<file path="config.mk">
export PLATFORM = sky130hd
export DESIGN_NAME = lcvs_fifo
export DESIGN_NICKNAME = d
export VERILOG_FILES = /design/src/lcvs_pkg.sv /design/src/lcvs_fifo.sv
export SDC_FILE = /design/constraint.sdc
export NUM_CORES = 1
export LEC_CHECK = 0
export BUFFER_PORTS_ARGS = -buffer_cell sky130_fd_sc_hd__buf_2
export CAP_MARGIN = 15
export CORE_MARGIN = 2
export CORE_UTILIZATION = 55
export CTS_BUF_LIST = sky130_fd_sc_hd__clkbuf_8 sky130_fd_sc_hd__clkbuf_16
export DETAILED_ROUTE_END_ITERATION = 8
export PLACE_DENSITY = 0.82
export SLEW_MARGIN = 20
export SYNTH_ARGS = -nofsm -noshare
export SYNTH_HDL_FRONTEND = slang
export SYNTH_SLANG_ARGS = --single-unit
</file>
<file path="constraint.sdc">
create_clock -name aclk -period 3.45 [get_ports aclk]
set_clock_uncertainty 0.15 [all_clocks]
set_input_delay 0.69 -clock aclk [delete_from_list [all_inputs] [get_ports aclk]]
set_output_delay 0.69 -clock aclk [all_outputs]
set_load 0.02 [all_outputs]
</file>
<file path="src/lcvs_pkg.sv">
// Package for the label centroid/volume statistics block.
// Holds defaults, function codes, register indexes, field widths and the queued command type; no dependencies.
`default_nettype none
package lcvs_pkg;
    localparam int MAX_LABELS_DEF = 4096;
    localparam int MAX_EXTENT_DEF = 1024;
    localparam int FRAC_BITS_DEF  = 12;

    localparam logic [1:0] FUNC_VOXEL = 2'd0;
    localparam logic [1:0] FUNC_READ  = 2'd1;
    localparam logic [1:0] FUNC_CLEAR = 2'd2;
    localparam logic [1:0] FUNC_NONE  = 2'd3;

    localparam logic [2:0] REG_EXT_Z  = 3'd0;
    localparam logic [2:0] REG_EXT_Y  = 3'd1;
    localparam logic [2:0] REG_EXT_X  = 3'd2;
    localparam logic [2:0] REG_MAXLBL = 3'd3;
    localparam logic [2:0] REG_SIZE_Z = 3'd4;
    localparam logic [2:0] REG_SIZE_Y = 3'd5;
    localparam logic [2:0] REG_SIZE_X = 3'd6;

    localparam int CNT_W = 31;
    localparam int SUM_W = 40;
    localparam int VOL_W = 54;
    localparam int CEN_W = 26;

    // queued command between front and back
    typedef struct packed {
        logic [1:0]  func;
        logic        hit;
        logic [15:0] idx;
        logic [11:0] pz;
        logic [11:0] py;
        logic [11:0] px;
    } cmd_t;
endpackage
`default_nettype wire

</file>
<file path="src/lcvs_fifo.sv">
// Short command queue between front and back.
// Depends on lcvs_pkg.
`default_nettype none
module lcvs_fifo import lcvs_pkg::*; (
    input  wire logic aclk,
    input  wire logic aresetn,
    input  wire logic push,
    input  wire cmd_t din,
    output logic      full,
    input  wire logic pop,
    output logic      empty,
    output cmd_t      dout
);
    cmd_t        ent_reg [4];
    logic [1:0]  wp_reg, rp_reg;
    logic [2:0]  cnt_reg;
    logic        do_push, do_pop;

    assign full    = cnt_reg == 3'd4;
    assign empty   = cnt_reg == 3'd0;
    assign do_push = push && !full;
    assign do_pop  = pop && !empty;
    assign dout    = ent_reg[rp_reg];

    always_ff @(posedge aclk) begin
        if (do_push) ent_reg[wp_reg] <= din;
        if (!aresetn) begin
            wp_reg <= '0; rp_reg <= '0; cnt_reg <= '0;
        end else begin
            if (do_push) wp_reg <= wp_reg + 2'd1;
            if (do_pop) rp_reg <= rp_reg + 2'd1;
            cnt_reg <= cnt_reg + 3'(do_push) - 3'(do_pop);
        end
    end
endmodule
`default_nettype wire

</file>
==> run_results.csv <==
group,metric,value,unit
timing,tightest_slew,577.0,ps
cts,clock-sinks,229,
detailed_routing,detailedRoute.firstIterationViolations,246,
outcome,outcome,"completed",
floorplanning,ios,116,
critical_path,timing.critical_path.buf_inv,2,
final_layout,fillers,1012,
detailed_routing,routed_wire_length_per_instance,20.75,um
detailed_routing,detail_route.first_pass.iterations,4,
detailed_routing,detailroute.via_count,3797,
floorplanning,floorplan.rows,45,
yosys,synth_warnings,0,
timing,fin_crit,3095,ps
cts,clkTransAtPathRegs,60,ps
place,portBuffers,115,
global_route,maximum_number_of_pins_on_one_net_before_global_route_repair,56,
yosys,syn_avg_cell_area,25.12,um2
cts,cts_root_buffer,"clkbuf_16",
timing,timing.max_slew.rel_slack,0.6153,
cts,number_of_hold_repair_buffers_added_at_the_cts_stage,0,
cts,cts_tree,"yes",
timing,timing_max_transition_violations_final,0,
yosys,synth.distinct_cells,24,
floorplanning,core_area,0.01515,mm2
critical_path,setup.worst_path.class,"flip-flop to primary output",
cts,ctsResizeCount,0,
final_layout,sequential_cell_area,0.006792,mm2
critical_path,critPathRequiredTime,2610,ps
final_layout,finalNetCount,538,
final_layout,largest_register_ffs,220,
final_layout,areaGrowthSynthToFinish,17.57,%
timing,setup_violations,0,
power_and_ir_drop,cellLeakagePower,3.421,nW
critical_path,crit_path_end,"dout[53]",
detailed_routing,drc_errors,0,
power_and_ir_drop,irDropWorstVdd,0.0004677,V
cts,cts_max_path_buffers,3,
cts,clock_network_latency_to_the_later_pin_of_the_worst_skew_pair,490,ps
final_layout,multi_input_comb_area,0.001540,mm2
critical_path,timing.reg2reg.worst_path_depth,10,
timing,max_freq,323.1,MHz
yosys,synth-seq-area-share,0.7993,
place,detailedPlacementHpwl,8424,um
cts,htree_num_levels,1,
place,place_congestion,0.6899,
critical_path,slowest_stage,"dfxtp_4",
cts,post_cts_buffers,0,
critical_path,crit_fanout,23,
timing,setup_tns_final,0,ps
critical_path,depth_of_the_critical_timing_path_with_buffers_and_inverters_included,3,
critical_path,start_kind,"flip-flop",
global_route,grt_pass1_vias,4045,
yosys,synthesis.nets,404,
global_route,grt_pass1_wl,21790,um
critical_path,regToRegStartpoint,"cnt_reg[2]$_SDFF_PN0_",
final_layout,drive_gt1_frac,0.4344,
yosys,mappedNetlistArea,0.008491,mm2
critical_path,critical_path.reg2reg.endpoint,"cnt_reg[2]$_SDFF_PN0_",
global_route,globalRoute.totalOverflow,0,
hold_path,type_of_the_most_critical_hold_path,"input port to flip-flop",
timing,timing.final.hold_violations,0,
floorplanning,die-height,128.2,um
critical_path,crit_path_max_incr_delay,640,ps
critical_path,worstPathArrival,2250,ps
detailed_routing,finalWirelength,14050,um
flow_run,drv.max_cap_violation_count,0,
cts,cts_made_buffers,22,
critical_path,setup.worst_path.end_class,"primary output",
yosys,synthesis.instances,338,
global_route,initial_antenna_violation_count,2,
critical_path,rrSetupSlack,850,ps
global_route,grt.total_usage,0.1753,
power_and_ir_drop,powerDensity,733.8,mW/mm2
timing,period_share,0.8971,
critical_path,worstPathCellList,"buf_4, mux4_1, buf_2",
floorplanning,floorplan.die_area,0.01645,mm2
detailed_routing,routed_via_density,5.609,
timing,grt_setup_unrepaired,"no",
floorplanning,die_w,128.2,um
detailed_routing,drt.antenna.violating_nets,0,
floorplanning,initial_utilization,0.5606,
power_and_ir_drop,total_power,7.325,mW
critical_path,crit_family,"flip-flops",
yosys,synth_seq_cells,229,
final cells by class:
cell class / count / area share
Multi-Input combinational cell: 89 / 0.1543
Clock inverter: 16 / 0.007019
Clock buffer: 24 / 0.05904
Timing Repair Buffer: 124 / 0.07320
Antenna cell: 1 / 0.0002507
Inverter: 6 / 0.002256
Sequential cell: 229 / 0.6804
Tap cell: 188 / 0.02356
routing by layer:
layer | up-vias | track usage | part of all wire
met1 | 1953 | 0.2288 | 0.40
met5 | - | 0 | 0.00093
met4 | 2 | 0.04396 | 0.019
li1 | 1707 | - | -
met2 | 108 | 0.3004 | 0.51
met3 | 27 | 0.04341 | 0.066
power by group:
part	switching (mW)	total [mW]	leakage, nW	internal, mW
Clock	0.934	2.16	0.360	1.22
Combinational	0.924	1.66	0.971	0.739
Sequential	0.132	3.51	2.09	3.37
worst reg2reg max path, delay by kind of cell (launching register included):
kind	cells	cell delay [ps]
DFF	1	340
buffers and inverters	2	150
adders and majority gates	3	850
and+or+nand+nor	3	740
xor gates and xnor gates	2	270
cell usage in the layout (no fill, tap or decap):
master	Yosys	final
buf_2	6	115
mux4_2	50	50
dfxtp_1	9	7
nor3b_2	1	1
mux4_1	5	5
mux2i_1	2	2
diode_2	0	1
nor2b_1	2	2
ha_1	6	6
buf_4	0	2
inv_1	6	15
or3_1	1	1
clkinv_1	0	1
dfxtp_2	0	1
a21boi_0	1	1
o21ai_1	2	2
edfxtp_1	220	220
and2_2	0	1
nand2_1	6	6
fa_1	1	1
clkbuf_8	0	1
and2_4	0	3
dfxtp_4	0	1
buf_12	5	7
nand4bb_1	1	1
nor3_2	1	1
o21ai_0	1	1
clkbuf_16	0	23
clkinv_2	0	5
clkinvlp_4	0	1
and2_1	7	3
xnor2_1	2	2
kinds of logic (layout without fill, tap and decap cells):
| logic type | count (synthesis) | count (layout) | synth area share |
|---|---|---|---|
| fa+ha+maj | 7 | 7 | 0.01120 |
| mux | 57 | 57 | 0.1505 |
| flops | 229 | 229 | 0.7993 |
| xor+xnor | 2 | 2 | 0.002063 |
| compound gates | 4 | 4 | 0.002652 |
| other cells | 0 | 1 | 0 |
| simple gates | 19 | 19 | 0.01400 |
| buf+inv | 20 | 170 | 0.02034 |
synthesized netlist by cell type:
cell / instances / area (um2)
a21boi_0: 1 / 7.510
ha_1: 6 / 75.07
buf_2: 6 / 30.03
nand4bb_1: 1 / 11.26
xnor2_1: 2 / 17.52
and2_1: 7 / 43.79
fa_1: 1 / 20.02
o21ai_1: 2 / 10.01
or3_1: 1 / 6.260
inv_1: 6 / 22.52
mux4_1: 5 / 131.4
dfxtp_1: 9 / 180.2
nor3_2: 1 / 10.01
nor2b_1: 2 / 12.51
clkbuf_1: 1 / 3.750
edfxtp_1: 220 / 6606
buf_6: 1 / 11.26
nand2_1: 6 / 22.52
nor3b_2: 1 / 12.51
mux2i_1: 2 / 20.02
buf_12: 5 / 100.1
o21ai_0: 1 / 5.000
clkbuf_2: 1 / 5.000
mux4_2: 50 / 1126
worst min path at each step:
stage / start / slack (ps) / cells past startpoint / end
after floorplan: rp_reg[0]$_SDFFE_PN0P_ / 310 / 2 / flip-flop
after global placement: rp_reg[0]$_SDFFE_PN0P_ / 310 / 2 / flip-flop
after detailed placement: rp_reg[0]$_SDFFE_PN0P_ / 320 / 2 / flip-flop
after CTS: din[49] / 240 / 1 / ent_reg[1][49]$_DFFE_PP_
after global routing: din[31] / 240 / 1 / ent_reg[3][31]$_DFFE_PP_
final: din[31] / 260 / 1 / ent_reg[3][31]$_DFFE_PP_
through the flow:
| step | instances | utilization | cell area, um2 | hold WS, ps | worst slack (ps) |
|---|---|---|---|---|---|
| detailed placement | 636 | 0.6154 | 9320 | 324.9 | 565.2 |
| global placement | 636 | 0.6154 | 9320 | 313.6 | 678.0 |
| global route | 676 | 0.6589 | 9980 | 244.6 | 202.1 |
| finish | 677 | 0.6591 | 9982 | 260.4 | 355.0 |
| CTS | 676 | 0.6589 | 9980 | 242.1 | 296.7 |
| floorplan | 338 | - | 8491 | 310.7 | 602.1 |
Note: power is estimated with default switching activity, not from simulation.
