`src/lcvs_pkg.sv`:
```
// Package for the label centroid/volume statistics block.
// Holds defaults, function codes, register indexes, field widths and the queued command type; no dependencies.
`default_nettype none
package lcvs_pkg;
    localparam int MAX_LABELS_DEF = 4096;
    localparam int MAX_EXTENT_DEF = 1024;
    localparam int FRAC_BITS_DEF  = 12;

    localparam logic [1:0] FUNC_VOXEL = 2'd0;
    localparam logic [1:0] FUNC_READ  = 2'd1;
    localparam logic [1:0] FUNC_CLEAR = 2'd2;
    localparam logic [1:0] FUNC_NONE  = 2'd3;

    localparam logic [2:0] REG_EXT_Z  = 3'd0;
    localparam logic [2:0] REG_EXT_Y  = 3'd1;
    localparam logic [2:0] REG_EXT_X  = 3'd2;
    localparam logic [2:0] REG_MAXLBL = 3'd3;
    localparam logic [2:0] REG_SIZE_Z = 3'd4;
    localparam logic [2:0] REG_SIZE_Y = 3'd5;
    localparam logic [2:0] REG_SIZE_X = 3'd6;

    localparam int CNT_W = 31;
    localparam int SUM_W = 40;
    localparam int VOL_W = 54;
    localparam int CEN_W = 26;

    // queued command between front and back
    typedef struct packed {
        logic [1:0]  func;
        logic        hit;
        logic [15:0] idx;
        logic [11:0] pz;
        logic [11:0] py;
        logic [11:0] px;
    } cmd_t;
endpackage
`default_nettype wire

```
`src/lcvs_front.sv`:
```
// Front end: accepts requests, tracks raster position, classifies labels.
// Depends on lcvs_pkg.
`default_nettype none
module lcvs_front import lcvs_pkg::*; #(
    parameter int MAX_LABELS = MAX_LABELS_DEF,
    parameter int MAX_EXTENT = MAX_EXTENT_DEF
) (
    input  wire logic        aclk,
    input  wire logic        aresetn,
    input  wire logic        s_valid,
    output logic             s_ready,
    input  wire logic [1:0]  s_func,
    input  wire logic [15:0] s_voxel_label,
    input  wire logic [12:0] s_query_label,
    input  wire logic [10:0] ext_z,
    input  wire logic [10:0] ext_y,
    input  wire logic [10:0] ext_x,
    input  wire logic [12:0] max_label,
    input  wire logic        q_full,
    output logic             q_push,
    output cmd_t             q_cmd
);
    logic [11:0] pz_reg, py_reg, px_reg;
    logic [11:0] pz_next, py_next, px_next;
    logic [12:0] ez, ey, ex;
    logic        acc;
    logic [16:0] lbl;
    logic [16:0] qlbl;

    function automatic logic [12:0] eff(input logic [10:0] e);
        if (e == 11'd0) return 13'd1;
        if (13'(e) > 13'(MAX_EXTENT)) return 13'(MAX_EXTENT);
        return 13'(e);
    endfunction

    assign ez = eff(ext_z);
    assign ey = eff(ext_y);
    assign ex = eff(ext_x);
    assign s_ready = !q_full;
    assign acc = s_valid && s_ready;
    assign lbl = {1'b0, s_voxel_label};
    assign qlbl = 17'(s_query_label);

    always_comb begin
        pz_next = pz_reg;
        py_next = py_reg;
        px_next = px_reg;
        if (acc && s_func == FUNC_CLEAR) begin
            pz_next = '0; py_next = '0; px_next = '0;
        end else if (acc && s_func == FUNC_VOXEL) begin
            if (13'(px_reg) + 13'd1 < ex) begin
                px_next = px_reg + 12'd1;
            end else begin
                px_next = '0;
                if (13'(py_reg) + 13'd1 < ey) begin
                    py_next = py_reg + 12'd1;
                end else begin
                    py_next = '0;
                    if (13'(pz_reg) + 13'd1 < ez) pz_next = pz_reg + 12'd1;
                    else pz_next = '0;
                end
            end
        end
    end

    always_ff @(posedge aclk) begin
        if (!aresetn) begin
            pz_reg <= '0; py_reg <= '0; px_reg <= '0;
        end else begin
            pz_reg <= pz_next; py_reg <= py_next; px_reg <= px_next;
        end
    end

    always_comb begin
        q_cmd      = '0;
        q_cmd.func = s_func;
        q_cmd.pz   = pz_reg;
        q_cmd.py   = py_reg;
        q_cmd.px   = px_reg;
        case (s_func)
            FUNC_VOXEL: begin
                q_cmd.hit = !s_voxel_label[15] && s_voxel_label != 16'd0 &&
                            lbl <= 17'(max_label) && lbl <= 17'(MAX_LABELS);
                q_cmd.idx = s_voxel_label - 16'd1;
            end
            FUNC_READ: begin
                q_cmd.hit = s_query_label != 13'd0 && qlbl <= 17'(MAX_LABELS);
                q_cmd.idx = 16'(s_query_label) - 16'd1;
            end
            default: begin
                q_cmd.hit = 1'b0;
            end
        endcase
    end
    assign q_push = acc && (s_func == FUNC_VOXEL || s_func == FUNC_READ ||
                            s_func == FUNC_CLEAR);
endmodule
`default_nettype wire

```
`config.mk`:
```
export PLATFORM = sky130hd
export DESIGN_NAME = lcvs_front
export DESIGN_NICKNAME = d
export VERILOG_FILES = /design/src/lcvs_pkg.sv /design/src/lcvs_front.sv
export SDC_FILE = /design/constraint.sdc
export NUM_CORES = 1
export LEC_CHECK = 0
export ABC_AREA = 0
export BUFFER_PORTS_ARGS = -buffer_cell sky130_fd_sc_hd__buf_2
export CAP_MARGIN = 5
export CORE_MARGIN = 2
export CORE_UTILIZATION = 45
export CTS_BUF_LIST = sky130_fd_sc_hd__clkbuf_2 sky130_fd_sc_hd__clkbuf_4 sky130_fd_sc_hd__clkbuf_8
export DETAILED_ROUTE_END_ITERATION = 6
export PLACE_DENSITY_LB_ADDON = 0.2
export SYNTH_ARGS = -nofsm -noshare
export SYNTH_HDL_FRONTEND = slang
export SYNTH_SLANG_ARGS = --single-unit
export TNS_END_PERCENT = 10
```
`constraint.sdc`:
```
create_clock -name aclk -period 3.7 [get_ports aclk]
set_input_delay 0.74 -clock aclk [delete_from_list [all_inputs] [get_ports aclk]]
set_output_delay 0.74 -clock aclk [all_outputs]
set_load 0.1 [all_outputs]
```
==> reports/metrics.yaml <==
outcome:
  status: "finished clean"
final_layout:
  synth_to_layout_area_growth_pct: 31.7
  fillerInstances: 751
  drive_gt1_frac: 0.292
  num-nets-final: 792
  final_cell_mix: "124 x buf_2, 71 x nand2_1, 49 x nor2_1"
  commonest_non_fill_non_tap_cell_in_the_layout: "buf_2"
  antenna_cells: 0
  final_design_area_no_fill_um2: 5150
  layout_cells_excl_fill: 769
critical_path:
  worstReg2RegEnd: "pz_reg[0]"
  crit_path_max_fanout: 3
  top_cell_family_by_delay_on_the_critical_path: "simple AND/OR/NAND/NOR gates"
  cp_data_arrival_time_ns: 2.92
  worst_path_max_delay_cell: "or4_4"
  critPathRequiredTime_ns: 2.96
  path_common_cell: "or3_4"
  reg2reg_depth: 14
  reg2reg_from: "py_reg[0]"
  max_incr_delay_on_cp_ns: 0.43
  critical_path.cell_chain: "buf_6 -> or3_4 -> or4_4 -> or3_4 -> nor2_4 -> xor2_1 -> nor2_1 -> a211oi_2 -> buf_12"
  timing.critical_path.from_type: "primary input"
  crit_path_class: "primary input to output pin"
  reg2reg_setup_slack_ns: 0.25
  critical_path.endpoint_type: "output pin"
  critPathBufInv: 2
synth:
  yosys.area_share.simple: 0.300
  synth_adder_area_share: 0.154
  synth_instances: 520
  combinational_family_with_the_most_area_after_synthesis: "simple AND/OR/NAND/NOR gates"
  synth_edf_count: 0
  synthesis.yosys.warnings: 0
  synth_compound_gate_area_share: 0.194
  synth_area_per_cell_um2: 7.51
  dominantRegCellSynth: "dfxtp_1"
  synth-seq-cells: 36
  yosysSeqAreaShare: 0.184
  muxShareOfSynthArea: 0.0131
  ys_types: 66
  yosys.area_share.xor_xnor: 0.110
  synth_top_cell_area_share: 0.184
  synthesized_area_um2: 3910
  post-synth-top-area-cell: "dfxtp_1"
  syn_nets: 649
  asyncSetResetFlopFracSynth: 0
  synth_area_leaders: "dfxtp_1 18%, ha_1 15%, nand2_1 6.8%"
detailed_routing:
  wire_per_inst_um: 14.1
  first_iter_violations: 90
  num_vias: 4269
  routed_wl_mm: 10.8
  route.detailed.drc: 0
  drt_first_pass_iters: 4
  vias_per_cell: 5.55
  drt.antenna.violating_nets: 0
sta:
  rsz_0062_raised_after_global_routing: "true"
  maxSlewHeadroom: 0.317
  clock.fmax_mhz: 273
  final_max_slew_viol_count: 0
  worst_slew_pin_slew_ns: 1.01
  hold_violations: 0
  final_min_period_over_clock_period: 0.990
  final_period_minus_worst_setup_slack_ns: 3.66
  finalSetupViolCount: 0
  finalClockSkew_ns: 0.00874
  setup_tns_ns: 0
placed_design:
  placed_cells_incl_taps: 761
  placement.cell_area_um2: 4980
  placer_s_final_routability_congestion_estimate: 0.873
  dpl.hpwl_mm: 8.86
  io_buffer_count: 137
floorplanning:
  die_h_um: 97.2
  fp-row-count: 33
  dieArea_um2: 9440
  dieWidth_um: 97.2
  coreArea_um2: 8300
  pin_count: 138
  initial_utilization: 0.471
power_and_ir_drop:
  worst_ir_drop_vdd_mv: 0.122
  power.static_leakage_uw: 0.00248
  power.density_cell_area_nw_per_um2: 218
clock_network:
  hold_buffers: 0
  tritoncts: "built"
  clk_latency_ns: 0.28
  cts_post_setup_buffers_inserted: 0
  cts-buffers-inserted: 5
  clock_tree.buffer_depth: 2
  cts-root-buf: "clkbuf_8"
  htree_num_levels: 2
  numClockSinks: 36
  worst_setup_hold_path_clk_slew_ns: 0.08
global_route:
  grt_max_degree: 31
  first_pass_grt_wire_length_mm: 18.0
  grtUsageTotal: 0.223
  globalRouteOverflowTotal: 0
  grt_antenna_before_repair: 0
  grt_pass1_vias: 4054
run:
  maxCapViolCount: 0
hold_path:
  timing.hold.worst.start: "py_reg[5]"
  worstHoldEndpoint: "py_reg[5]"
  timing.hold.worst.class: "flop to flop"
  min_delay_path_depth: 2
area by class of cell:
| cell class | instances | area [um^2] | area share |
|---|---|---|---|
| clock buffers | 6 | 76.3 | 0.0148 |
| clock inverters | 2 | 35.0 | 0.00681 |
| inverters | 24 | 90.1 | 0.0175 |
| multi-input cells | 441 | 3100 | 0.601 |
| flip-flops and latches | 36 | 721 | 0.140 |
| well taps | 105 | 131 | 0.0255 |
| repair buffers | 155 | 998 | 0.194 |
cells by family after synthesis:
group | Yosys count
compound gates | 110
flops | 36
fa+ha+maj | 48
buf+inv | 43
simple gates | 229
xor+xnor | 49
mux | 5
cells in the mapped netlist (12+ instances only):
cell type and count:
a21oi_1 26, nand3_1 20, xnor2_1 22, o21ai_0 21
nor3_1 14, nand2_1 71, inv_1 21, dfxtp_1 36
clkbuf_1 12, ha_1 48, xor2_1 27, nor2_1 49
through the flow:
step	util	total power (uW)	hold WS, ns	setup slack [ns]
CTS	0.615	1130	0.503	0.0105
detailed placement	0.600	778	0.492	-0.301
global placement	0.600	772	0.477	-0.191
floorplan	-	641	0.901	-0.653
finish	0.620	1120	0.502	0.0380
global route	0.620	1170	0.543	-0.0461
what timing repair did:
item,4_1_cts,5_1_grt
endpoints found under the setup margin,3,25
resized for setup,1,8
pin swaps,2,0
worst min-delay path, delay by kind of cell (launching register included):
kind,cells,cell delay [ns]
DFF,1,0.35
and+or+nand+nor,2,0.11
per-layer routing:
| layer | vias to the layer above | wire [um] | track usage |
|---|---|---|---|
| met5 | - | 0 | 0 |
| met4 | 0 | 109 | 0.0520 |
| met3 | 8 | 697 | 0.0504 |
| met2 | 129 | 5150 | 0.396 |
| met1 | 1967 | 4860 | 0.274 |
| li1 | 2165 | - | - |
where the power goes:
group	internal [uW]	leakage, uW	switching [uW]
clock network	207	0.0000586	141
logic	133	0.00213	251
registers	388	0.000290	0.847
total	728	0.00248	393
worst max-delay path by stage:
stage / startpoint / endpoint / slack [ns] / cells past startpoint
3_5_place_dp: ext_y[4] / py_reg[2] / -0.30 / 13
6_report: s_voxel_label[4] / q_cmd[47] / 0.04 / 9
4_1_cts: s_voxel_label[4] / q_cmd[47] / 0.01 / 9
3_3_place_gp: ext_y[4] / py_reg[2] / -0.19 / 13
2_1_floorplan: s_func[0] / q_cmd[36] / -0.65 / 4
5_1_grt: s_voxel_label[4] / q_cmd[47] / -0.05 / 9
Power figures use the tool's default switching activity.
